File: src/variable_record_ring_fifo_macros.svh
// assertion macros shared by the ring fifo
`ifndef VARIABLE_RECORD_RING_FIFO_MACROS_SVH
`define VARIABLE_RECORD_RING_FIFO_MACROS_SVH

// same-cycle implication
`define VRF_ASSERT_IMPL(label, clock, rst_n, ante, cons, msg) \
	label: assert property (@(posedge clock) disable iff (!rst_n) (ante) |-> (cons)) \
		else $error(msg);

// next-cycle implication
`define VRF_ASSERT_NEXT(label, clock, rst_n, ante, cons, msg) \
	label: assert property (@(posedge clock) disable iff (!rst_n) (ante) |=> (cons)) \
		else $error(msg);

`endif

File: src/vrf_pkg.sv
`timescale 1ns / 1ps
package vrf_pkg;

	localparam int OP_W       = 2;
	localparam int LEN_W      = 5;
	localparam int KIND_W     = 8;
	localparam int STATUS_W   = 3;
	localparam int CAP_W      = 11;
	localparam int CFG_IDX_W  = 1;
	localparam int CFG_DATA_W = 11;

	localparam logic [OP_W-1:0] OP_PUSH  = 2'd0;
	localparam logic [OP_W-1:0] OP_POP   = 2'd1;
	localparam logic [OP_W-1:0] OP_CLEAR = 2'd2;

	localparam logic [STATUS_W-1:0] STS_WORD     = 3'd0;
	localparam logic [STATUS_W-1:0] STS_EMPTY    = 3'd1;
	localparam logic [STATUS_W-1:0] STS_DROPPED  = 3'd2;
	localparam logic [STATUS_W-1:0] STS_ACCEPTED = 3'd3;
	localparam logic [STATUS_W-1:0] STS_REJECTED = 3'd4;

	localparam logic [CFG_IDX_W-1:0] REG_CAPACITY   = 1'b0;
	localparam logic [CFG_IDX_W-1:0] REG_MAX_RECORD = 1'b1;

	localparam logic [CAP_W-1:0] CAP_RESET    = 11'd1024;
	localparam logic [LEN_W-1:0] MAXREC_RESET = 5'd16;

	typedef enum logic [1:0] {
		CMD_PUSH_FIRST,
		CMD_PUSH_NEXT,
		CMD_POP,
		CMD_CLEAR
	} cmd_kind_t;

	typedef struct packed {
		cmd_kind_t          kind;
		logic [LEN_W-1:0]   words;
		logic [KIND_W-1:0]  rkind;
		logic [LEN_W-1:0]   limit;
	} vrf_ctl_t;

	typedef struct packed {
		logic [CAP_W-1:0] capacity;
		logic [LEN_W-1:0] max_record;
	} vrf_cfg_t;

	typedef enum logic [1:0] {
		ST_IDLE,
		ST_POP_HEAD,
		ST_POP_DROP,
		ST_POP_RUN
	} eng_state_t;

endpackage

File: src/vrf_cmd_queue.sv
`timescale 1ns / 1ps
module vrf_cmd_queue
	import vrf_pkg::*;
#(
	parameter int W = 52
) (
	input  logic         clk,
	input  logic         arst_n,
	input  logic         in_valid,
	output logic         in_ready,
	input  logic [W-1:0] in_data,
	output logic         out_valid,
	input  logic         out_ready,
	output logic [W-1:0] out_data
);

	localparam int DEPTH = 2;
	localparam int PTR_W = $clog2(DEPTH);

	logic [W-1:0]     ent_q [DEPTH];
	logic [PTR_W-1:0] wr_ptr_q;
	logic [PTR_W-1:0] rd_ptr_q;
	logic [PTR_W:0]   count_q;
	logic             push;
	logic             pop;

	assign in_ready  = count_q != (PTR_W+1)'(DEPTH);
	assign out_valid = count_q != '0;
	assign out_data  = ent_q[rd_ptr_q];
	assign push      = in_valid && in_ready;
	assign pop       = out_valid && out_ready;

	always_ff @(posedge clk or negedge arst_n) begin
		if (!arst_n) begin
			wr_ptr_q <= '0;
			rd_ptr_q <= '0;
			count_q  <= '0;
		end else begin
			if (push) begin
				wr_ptr_q <= wr_ptr_q + 1'b1;
			end
			if (pop) begin
				rd_ptr_q <= rd_ptr_q + 1'b1;
			end
			if (push && !pop) begin
				count_q <= count_q + 1'b1;
			end else if (pop && !push) begin
				count_q <= count_q - 1'b1;
			end
		end
	end

	always_ff @(posedge clk) begin
		if (push) begin
			ent_q[wr_ptr_q] <= in_data;
		end
	end

endmodule

File: config.mk
export PLATFORM = sky130hd
export DESIGN_NAME = vrf_cmd_queue
export DESIGN_NICKNAME = d
export VERILOG_FILES = /design/src/variable_record_ring_fifo_macros.svh /design/src/vrf_pkg.sv /design/src/vrf_cmd_queue.sv
export SDC_FILE = /design/constraint.sdc
export NUM_CORES = 1
export LEC_CHECK = 0
export ABC_AREA = 1
export CAP_MARGIN = 0
export CORE_UTILIZATION = 62
export CTS_CLUSTER_DIAMETER = 120
export DETAILED_ROUTE_END_ITERATION = 10
export DONT_BUFFER_PORTS = 1
export GPL_TIMING_DRIVEN = 0
export MAX_ROUTING_LAYER = met4
export PLACE_DENSITY_LB_ADDON = 0.2
export SLEW_MARGIN = 25
export SYNTH_ARGS = -nofsm -noshare
export SYNTH_HDL_FRONTEND = slang
export SYNTH_SLANG_ARGS = --single-unit
File: constraint.sdc
create_clock -name clk -period 3.7 [get_ports clk]
set_input_delay 0.37 -clock clk [delete_from_list [all_inputs] [get_ports clk]]
set_output_delay 0.37 -clock clk [all_outputs]
set_load 0.03 [all_outputs]
==> run summary <==
die height -> 82.71 µm
site row count -> 29
area grow syn2layout -> 10.59%
Clock transition at path regs -> 0.10 ns
Area after DPL -> 4253 µm²
RR Endpoint -> ent_q[0][42]$_DFFE_PP_
synthesized area per cell -> 13.46 µm²
DRT iter0 DRCs -> 94
LEAKAGE -> 1.769 nW
die area -> 6841 µm²
Yosys top cell area share -> 77.32%
drt pass-1 iters -> 4
hpwl dp -> 4544 µm
Avg Vias per Cell -> 5.322
drt drc -> 0
sequential cell area -> 3223 µm²
layout filler cell count -> 430
synth warn -> 0
vias in the first global route -> 1973
I/O pin total -> 110
share of cells above drive strength 1 -> 10.00%
cell taking the most area after synthesis -> edfxtp_1
fin crit period -> 2.024 ns
area of the multi-input gates -> 694.4 µm²
Yosys cell types -> 14
total gr overflow -> 0
DR vias -> 2113
largest net degree at the start of global routing -> 26
fin util -> 70.75%
number of synthesized flops with an enable pin -> 104
core area -> 6314 µm²
antenna viol nets, final -> 0
GP Congestion -> 0.6436
ys flop type -> edfxtp_1
most frequent cell after synthesis -> nand2_1
hold_sp -> in_data[14]
Post-CTS Setup Bufs -> 0
drt wl/cell -> 16.49 µm
net count after synthesis -> 357
number of hold violations in the final report -> 0
Setup crit start kind -> flop
Final Skew -> 0.01058 ns
Initial Utilization -> 63.97%
antenna violations before repair -> 0
Final #Nets -> 373
total power -> 4.075 mW
endpoint type of the worst setup path -> flop
Post-Syn Instances -> 300
RSZ-0062 raised after global routing -> no
Seq/Total Area, Yosys -> 79.80%
GR Util All Layers -> 19.96%
Req. time, crit path -> 3.74 ns
clk sinks -> 108
top area cells in the synthesized netlist -> edfxtp_1 (77%), nand2_1 (15%), dfrtp_1 (2.5%), buf_6 (1.7%), buf_4 (0.93%)
Max clock buf depth -> 2
reg2reg path depth -> 5
port bufs -> 0
Cell Pwr Density -> 912.3 nW/µm²
CTS root buf -> clkbuf_8
CP Max Fanout -> 23
Final Max Tran Viols -> 0
H-tree levels -> 3
later-pin clock latency in the skew report -> 0.34 ns
hold depth -> 0
ys async rst share -> 3.704%
Slew headroom -> 59.01%
Final Cycle Share -> 54.70%
Crit. Startpoint -> count_q[0]$_DFFE_PN0P_
outcome -> finished, final reports clean
CTS tree -> yes
die width -> 82.71 µm
worst hold path class -> in -> reg
Max VDD drop -> 0.0006135 V
final setup fails -> 0
Slew @ Worst Pin -> 0.6133 ns
Setup CP Type -> reg -> reg
first-pass GRT wire length -> 9266 µm
cts bufs inserted -> 9
Worst Hold Slack -> 0.1180 ns
hold endpoint -> ent_q[0][14]$_DFFE_PP_
Max Cap Viol -> 0
FF-to-FF setup slack -> 1.68 ns
Synth top cells by count -> nand2_1 (165), edfxtp_1 (104), buf_6 (6), inv_1 (6), buf_4 (5)
Detailed Route WL -> 6546 µm
FF+latch count, synth -> 108
r2r startpoint -> count_q[0]$_DFFE_PN0P_
max frequency -> 494.1 MHz
Data arrival, critical path -> 2.06 ns
ant diodes -> 0
design area -> 4467 µm²
Netlist Area Pre-Place -> 4039 µm²
kinds of logic (layout without fill, tap and decap cells):
kind of cell	count (synthesis)	in the layout	share of synthesized area, %
adder cells (fa/ha/maj)	1	1	0.3097
buffers and inverters	18	38	3.377
XOR/XNOR	2	2	0.4338
AND/OR/NAND/NOR	171	171	16.08
flip-flops	108	108	79.80
cell type report:
class	count	area share [%]
plain buffers	11	2.353
clock buffers	9	2.773
clock inverters	6	1.793
inverters	7	0.7003
multi-input cells	174	15.55
flip-flops and latches	108	72.16
well taps	77	2.157
repair buffers	5	2.521
power breakdown:
| group | switching (mW) | internal [mW] |
|---|---|---|
| logic | 1.27 | 0.341 |
| clock network | 0.349 | 0.372 |
| registers | 0.0720 | 1.67 |
| total | 1.69 | 2.38 |
flip-flops by register name, indices dropped and copies added, names as in the netlist:
name / count
count_q: 2
wr_ptr_q: 1
rd_ptr_q: 1
ent_q: 104
worst max path at each step:
| stage | slack [ns] | end | depth (start not counted) |
|---|---|---|---|
| after floorplan | 0.24 | ent_q[0][0]$_DFFE_PP_ | 4 |
| after global placement | -0.86 | ent_q[1][1]$_DFFE_PP_ | 4 |
| after detailed placement | 1.70 | ent_q[0][43]$_DFFE_PP_ | 5 |
| after CTS | 1.68 | ent_q[0][38]$_DFFE_PP_ | 5 |
| after global routing | 1.58 | ent_q[0][42]$_DFFE_PP_ | 5 |
| final | 1.68 | ent_q[0][42]$_DFFE_PP_ | 5 |
critical path, stage by stage (launching register included):
cell and delay [ns]:
dfrtp_1 0.40, inv_1 0.09, nand2_1 0.28, nand2_2 0.18, nor2_4 0.52, buf_16 0.25
repair_timing:
action                    4_1_cts  5_1_grt
gates resized for setup         0        0
hold buffers                    1        0
hold endpoints to repair        4        0
layer usage:
metal	vias to the layer above	GRT usage [%]	share of wire [%]	wire (µm)
li1	1032	-	-	-
met1	989	22.87	39	2526
met2	86	31.31	51	3328
met3	6	7.363	9.5	621
met4	0	9.310	1.1	69
met5	-	-	0	0
layout by cell type (no fill, tap or decap):
cell type / instances
clkinv_1: 2
dlygate4sd3_1: 1
buf_4: 5
xor2_1: 1
clkinvlp_4: 1
nand3_1: 2
nand4_1: 1
inv_6: 1
xnor2_1: 1
nand2_1: 165
bufinv_16: 2
buf_12: 1
ha_1: 1
clkinv_2: 1
buf_6: 6
nor2_4: 2
nand2_2: 1
inv_1: 6
buf_16: 3
edfxtp_1: 104
clkbuf_8: 9
dfrtp_1: 4
metrics by stage:
stage	instances	setup slack [ns]	setup TNS [ns]
floorplan	300	0.2402	0
global placement	377	-0.8611	-88.68
global route	397	1.585	0
detailed placement	381	1.699	0
finish	397	1.676	0
CTS	397	1.676	0
Note: power is estimated with default switching activity, not from simulation.
