**config.mk**
```make
export PLATFORM = sky130hd
export DESIGN_NAME = vrf_front_flat
export DESIGN_NICKNAME = d
export VERILOG_FILES = /design/src/variable_record_ring_fifo_macros.svh /design/src/vrf_pkg.sv /design/src/vrf_channels.sv /design/src/vrf_front.sv /design/src/flat_wrapper.sv
export SDC_FILE = /design/constraint.sdc
export NUM_CORES = 1
export LEC_CHECK = 0
export BUFFER_PORTS_ARGS = -buffer_cell sky130_fd_sc_hd__buf_2
export CAP_MARGIN = 10
export CORE_MARGIN = 5
export CORE_UTILIZATION = 43
export CTS_CLUSTER_DIAMETER = 30
export CTS_CLUSTER_SIZE = 30
export DETAILED_ROUTE_END_ITERATION = 10
export PLACE_DENSITY = 0.8
export SLEW_MARGIN = 20
export SYNTH_ARGS = -nofsm -noshare
export SYNTH_HDL_FRONTEND = slang
export SYNTH_SLANG_ARGS = --single-unit
export TNS_END_PERCENT = 5
```
**constraint.sdc**
```tcl
create_clock -name clk -period 2.5 [get_ports clk]
set_input_delay 0.125 -clock clk [delete_from_list [all_inputs] [get_ports clk]]
set_output_delay 0.125 -clock clk [all_outputs]
set_load 0.1 [all_outputs]
```
**src/variable_record_ring_fifo_macros.svh**
```systemverilog
// assertion macros shared by the ring fifo
`ifndef VARIABLE_RECORD_RING_FIFO_MACROS_SVH
`define VARIABLE_RECORD_RING_FIFO_MACROS_SVH

// same-cycle implication
`define VRF_ASSERT_IMPL(label, clock, rst_n, ante, cons, msg) \
	label: assert property (@(posedge clock) disable iff (!rst_n) (ante) |-> (cons)) \
		else $error(msg);

// next-cycle implication
`define VRF_ASSERT_NEXT(label, clock, rst_n, ante, cons, msg) \
	label: assert property (@(posedge clock) disable iff (!rst_n) (ante) |=> (cons)) \
		else $error(msg);

`endif

```
**src/vrf_pkg.sv**
```systemverilog
`timescale 1ns / 1ps
package vrf_pkg;

	localparam int OP_W       = 2;
	localparam int LEN_W      = 5;
	localparam int KIND_W     = 8;
	localparam int STATUS_W   = 3;
	localparam int CAP_W      = 11;
	localparam int CFG_IDX_W  = 1;
	localparam int CFG_DATA_W = 11;

	localparam logic [OP_W-1:0] OP_PUSH  = 2'd0;
	localparam logic [OP_W-1:0] OP_POP   = 2'd1;
	localparam logic [OP_W-1:0] OP_CLEAR = 2'd2;

	localparam logic [STATUS_W-1:0] STS_WORD     = 3'd0;
	localparam logic [STATUS_W-1:0] STS_EMPTY    = 3'd1;
	localparam logic [STATUS_W-1:0] STS_DROPPED  = 3'd2;
	localparam logic [STATUS_W-1:0] STS_ACCEPTED = 3'd3;
	localparam logic [STATUS_W-1:0] STS_REJECTED = 3'd4;

	localparam logic [CFG_IDX_W-1:0] REG_CAPACITY   = 1'b0;
	localparam logic [CFG_IDX_W-1:0] REG_MAX_RECORD = 1'b1;

	localparam logic [CAP_W-1:0] CAP_RESET    = 11'd1024;
	localparam logic [LEN_W-1:0] MAXREC_RESET = 5'd16;

	typedef enum logic [1:0] {
		CMD_PUSH_FIRST,
		CMD_PUSH_NEXT,
		CMD_POP,
		CMD_CLEAR
	} cmd_kind_t;

	typedef struct packed {
		cmd_kind_t          kind;
		logic [LEN_W-1:0]   words;
		logic [KIND_W-1:0]  rkind;
		logic [LEN_W-1:0]   limit;
	} vrf_ctl_t;

	typedef struct packed {
		logic [CAP_W-1:0] capacity;
		logic [LEN_W-1:0] max_record;
	} vrf_cfg_t;

	typedef enum logic [1:0] {
		ST_IDLE,
		ST_POP_HEAD,
		ST_POP_DROP,
		ST_POP_RUN
	} eng_state_t;

endpackage

```
**src/vrf_channels.sv**
```systemverilog
`timescale 1ns / 1ps
interface vrf_req_if
	import vrf_pkg::*;
#(
	parameter int WORD_BITS = 32
);
	logic                  valid;
	logic                  ready;
	logic [OP_W-1:0]       operation;
	logic                  first_word;
	logic [LEN_W-1:0]      record_words;
	logic [KIND_W-1:0]     record_kind;
	logic [WORD_BITS-1:0]  data_word;
	logic [LEN_W-1:0]      pop_limit_words;

	modport source (
		output valid, operation, first_word, record_words, record_kind, data_word,
			pop_limit_words,
		input ready
	);
	modport sink (
		input valid, operation, first_word, record_words, record_kind, data_word,
			pop_limit_words,
		output ready
	);
endinterface


```
**src/vrf_front.sv**
```systemverilog
`timescale 1ns / 1ps
module vrf_front
	import vrf_pkg::*;
#(
	parameter int WORD_BITS = 32
) (
	input  logic                 clk,
	input  logic                 arst_n,
	vrf_req_if.sink              req,
	output logic                 cmd_valid,
	input  logic                 cmd_ready,
	output vrf_ctl_t             cmd_ctl,
	output logic [WORD_BITS-1:0] cmd_data
);

	logic                 valid_s1;
	vrf_ctl_t             ctl_s1;
	logic [WORD_BITS-1:0] data_s1;
	vrf_ctl_t             ctl_d;
	logic                 keep;
	logic                 take;

	assign req.ready = !valid_s1 || cmd_ready;
	assign take      = req.valid && req.ready;

	// classify the transfer; unused operation codes are swallowed here
	always_comb begin
		keep       = 1'b1;
		ctl_d.kind  = CMD_CLEAR;
		ctl_d.words = req.record_words;
		ctl_d.rkind = req.record_kind;
		ctl_d.limit = req.pop_limit_words;
		unique case (req.operation)
			OP_PUSH:  ctl_d.kind = req.first_word ? CMD_PUSH_FIRST : CMD_PUSH_NEXT;
			OP_POP:   ctl_d.kind = CMD_POP;
			OP_CLEAR: ctl_d.kind = CMD_CLEAR;
			default:  keep = 1'b0;
		endcase
	end

	always_ff @(posedge clk or negedge arst_n) begin
		if (!arst_n) begin
			valid_s1 <= 1'b0;
		end else if (take) begin
			valid_s1 <= keep;
		end else if (cmd_ready) begin
			valid_s1 <= 1'b0;
		end
	end

	always_ff @(posedge clk) begin
		if (take) begin
			ctl_s1  <= ctl_d;
			data_s1 <= req.data_word;
		end
	end

	assign cmd_valid = valid_s1;
	assign cmd_ctl   = ctl_s1;
	assign cmd_data  = data_s1;

endmodule

```
**src/flat_wrapper.sv**
```systemverilog
// flat-port wrapper written by rule: the top's interface ports become plain ports
module vrf_front_flat import vrf_pkg::*;
#(
	parameter int WORD_BITS = 32
)
  (clk, arst_n, cmd_valid, cmd_ready, cmd_ctl, cmd_data, req_valid, req_operation, req_first_word, req_record_words, req_record_kind, req_data_word, req_pop_limit_words, req_ready);
  vrf_req_if #(.WORD_BITS(WORD_BITS)) req_i ();
  input  logic clk;
  input  logic arst_n;
  output logic cmd_valid;
  input  logic cmd_ready;
  output vrf_ctl_t cmd_ctl;
  output logic [WORD_BITS-1:0] cmd_data;
  input wire logic [$bits(req_i.valid)-1:0] req_valid;
  input wire logic [$bits(req_i.operation)-1:0] req_operation;
  input wire logic [$bits(req_i.first_word)-1:0] req_first_word;
  input wire logic [$bits(req_i.record_words)-1:0] req_record_words;
  input wire logic [$bits(req_i.record_kind)-1:0] req_record_kind;
  input wire logic [$bits(req_i.data_word)-1:0] req_data_word;
  input wire logic [$bits(req_i.pop_limit_words)-1:0] req_pop_limit_words;
  output wire logic [$bits(req_i.ready)-1:0] req_ready;
  assign req_i.valid = req_valid;
  assign req_i.operation = req_operation;
  assign req_i.first_word = req_first_word;
  assign req_i.record_words = req_record_words;
  assign req_i.record_kind = req_record_kind;
  assign req_i.data_word = req_data_word;
  assign req_i.pop_limit_words = req_pop_limit_words;
  assign req_ready = req_i.ready;
  vrf_front #(.WORD_BITS(WORD_BITS)) u_core (.clk(clk), .arst_n(arst_n), .req(req_i), .cmd_valid(cmd_valid), .cmd_ready(cmd_ready), .cmd_ctl(cmd_ctl), .cmd_data(cmd_data));
endmodule
```
==> metrics.md <==
| Metric | Value |
|---|---|
| Layout cells sized above 1 | a little over half |
| Cts hold-fix bufs | 51 |
| Post-synthesis instance area | 1640 sq um |
| Die width | roughly 72 microns |
| Post-Synthesis Mean Instance Area | roughly 28 sq um |
| R2r startpoint | u_core.cmd_valid |
| Clock Path Buffers | 2 |
| CP required | about 2.4 ns |
| Vias post-DR | roughly 1200 |
| Critical path capture point | u_core.cmd_data[5] |
| Area Growth Syn to Fin | 75.5% |
| Pins Over Slew Limit | 0 |
| Distinct cells, synth | 8 |
| Final Cycle Share | approximately three fifths |
| Pin count of the biggest net entering global routing | between 50 and 60 |
| Seq/Total Area, Yosys | 96.9% |
| CORE AREA | about 3700 sq um |
| R2R depth | 2 |
| Setup violations, final | 0 |
| CTS Buf Count | 5 |
| Slew margin rel. | approximately 57% |
| GRT Resource Usage Total | 21.5% |
| Worst hold path depth | 3 |
| Crit. End Element | flop |
| Fmax | approximately 670 MHz |
| Period minus WS final | about 1.5 ns |
| Number of global-route vias before repair | about 1500 |
| CTS H-Tree Depth | 2 |
| DRT antenna net count | 0 |
| Post-CTS setup buffers | 0 |
| Pwr dens | approximately 760 nW/um^2 |
| Setup TNS Final | 0 ns |
| Drt first pass iters | 4 |
| Ports | 111 |
| Port Buffers | 110 |
| CTS sink cnt | 53 |
| Most frequent cells in the layout | buf_2, edfxtp_1, dlygate4sd3_1 |
| Via density | between 4 and 5 |
| CTS resizes | 0 |
| First-pass GRT wire length | between 7000 and 8000 microns |
| Mapped Nets | ~120 |
| Clk_lat worst skew | about 0.31 ns |
| Clock transition at path regs | ~0.090 ns |
| Drt wl/cell | 18.6 microns |
| Overflow after GRT | 0 |
| Worst vdd ir | 0.000651 V |
| GP Congestion | 0.705 |
| Die Y | 71.7 microns |
| R2R Path End | u_core.cmd_data[5] |
| Critical path startpoint | u_core.cmd_valid |
| Worst EP arrival | approximately 1.4 ns |
| Commonest non-fill, non-tap cell in the layout | buf_2 |
| Final net count | 284 |
| Critical-path maximum fanout | 52 |
| Worst min path class | input pin to flop |
| Yosys warnings | 0 |
| Row count | 22 |
| Number of antenna violations at the first check in global routing | 1 |
| CTS root buffer | clkbuf_8 |
| Die area | slightly above 5000 sq um |
| Outcome | completed |
| Fin. Hold Viols | 0 |
| Worst Setup Start Kind | flop |
| R2R Setup Slk | around 1 ns |
| DRC Markers | 0 |
| CTS tree | done |
| RSZ-0062 raised after global routing | no |
| Final Skew | 0.0132 ns |
| FF+latch count, synth | 53 |
| WL final | a little over 5000 microns |
| Max_cap viols | 0 |
| Slew at the pin closest to its max-slew limit | about 0.65 ns |
| Leakage power | between 0.001 and 0.0015 uW |
| Synth Instances | 59 |
| Initial Util | about 45% |
| Initial drt markers | between 100 and 150 |
| Kind of critical path | flop to flop |
| Total power | approximately 2200 uW |
-- synthesized netlist by cell type --
library cell	n	share of area, %
dfrtp_1	1	1.5
a21bo_1	1	0.61
or2_1	1	0.38
and2_4	1	0.54
edfxtp_1	52	95
o21bai_1	1	0.46
nand2b_4	1	0.84
nand2_1	1	0.23
-- kinds of logic after synthesis --
logic type / count (synthesis) / synth area share, %
simple gates: 4 / 1.99
flops: 53 / 96.9
compound gates: 2 / 1.07
-- worst max-delay path: stages, from the launching register on --
cell      delay [ns]
dfrtp_1         0.43
nand2b_4        0.09
and2_4          0.56
-- through the flow --
| step | cells | worst slack, ns | hold WS, ns | utilization, % | area [sq um] |
|---|---|---|---|---|---|
| 3_3_place_gp | 217 | 1.12 | -0.0985 | 61.4 | 2250 |
| 2_1_floorplan | 59 | 0.381 | -0.171 | - | 1640 |
| 3_5_place_dp | 217 | 1.07 | -0.0965 | 61.4 | 2250 |
| 6_report | 277 | 1.02 | 0.0871 | 78.4 | 2870 |
| 5_1_grt | 277 | 0.953 | 0.0930 | 78.4 | 2870 |
| 4_1_cts | 276 | 1.05 | 0.0778 | 78.4 | 2870 |
-- worst min path at each step --
stage | start | slack [ns] | end
CTS | cmd_ready | 0.08 | u_core.cmd_valid
global route | arst_n | 0.09 | u_core.cmd_valid
global placement | arst_n | -0.1 | u_core.cmd_valid
floorplan | arst_n | -0.17 | u_core.cmd_valid
finish | cmd_ready | 0.09 | u_core.cmd_valid
detailed placement | arst_n | -0.1 | u_core.cmd_valid
-- registers in the layout, indices dropped and copies added (netlist names) --
signal and count:
u_core.cmd_valid 1, u_core.cmd_data 32, u_core.cmd_ctl 20
-- report_power, final --
| part | internal, uW | switching, uW | total, uW |
|---|---|---|---|
| sequential | 1040 | 16.2 | 1060 |
| combinational | 120 | 448 | 568 |
| clock | 301 | 271 | 572 |
| total | 1460 | 736 | 2200 |
-- routing by layer --
metal / routed length (microns) / vias up / GRT usage (%) / share of wire [%]
li1: - / 567 / - / -
met1: 1730 / 566 / 21.3 / 34
met2: 2550 / 85 / 34.6 / 50
met3: 580 / 23 / 11.2 / 11
met4: 281 / 0 / 14.6 / 5.5
met5: 0 / - / 0 / 0
-- area by class of cell --
cell class              count  area (sq um)
repair buffers            161          1060
clock buffers               6          72.6
flip-flops and latches     53          1590
diodes                      1          2.50
well taps                  48          60.1
multi-input cells           6          50.0
fillers                   190           790
clock inverters             2          38.8
Note: power is estimated with default switching activity, not from simulation.
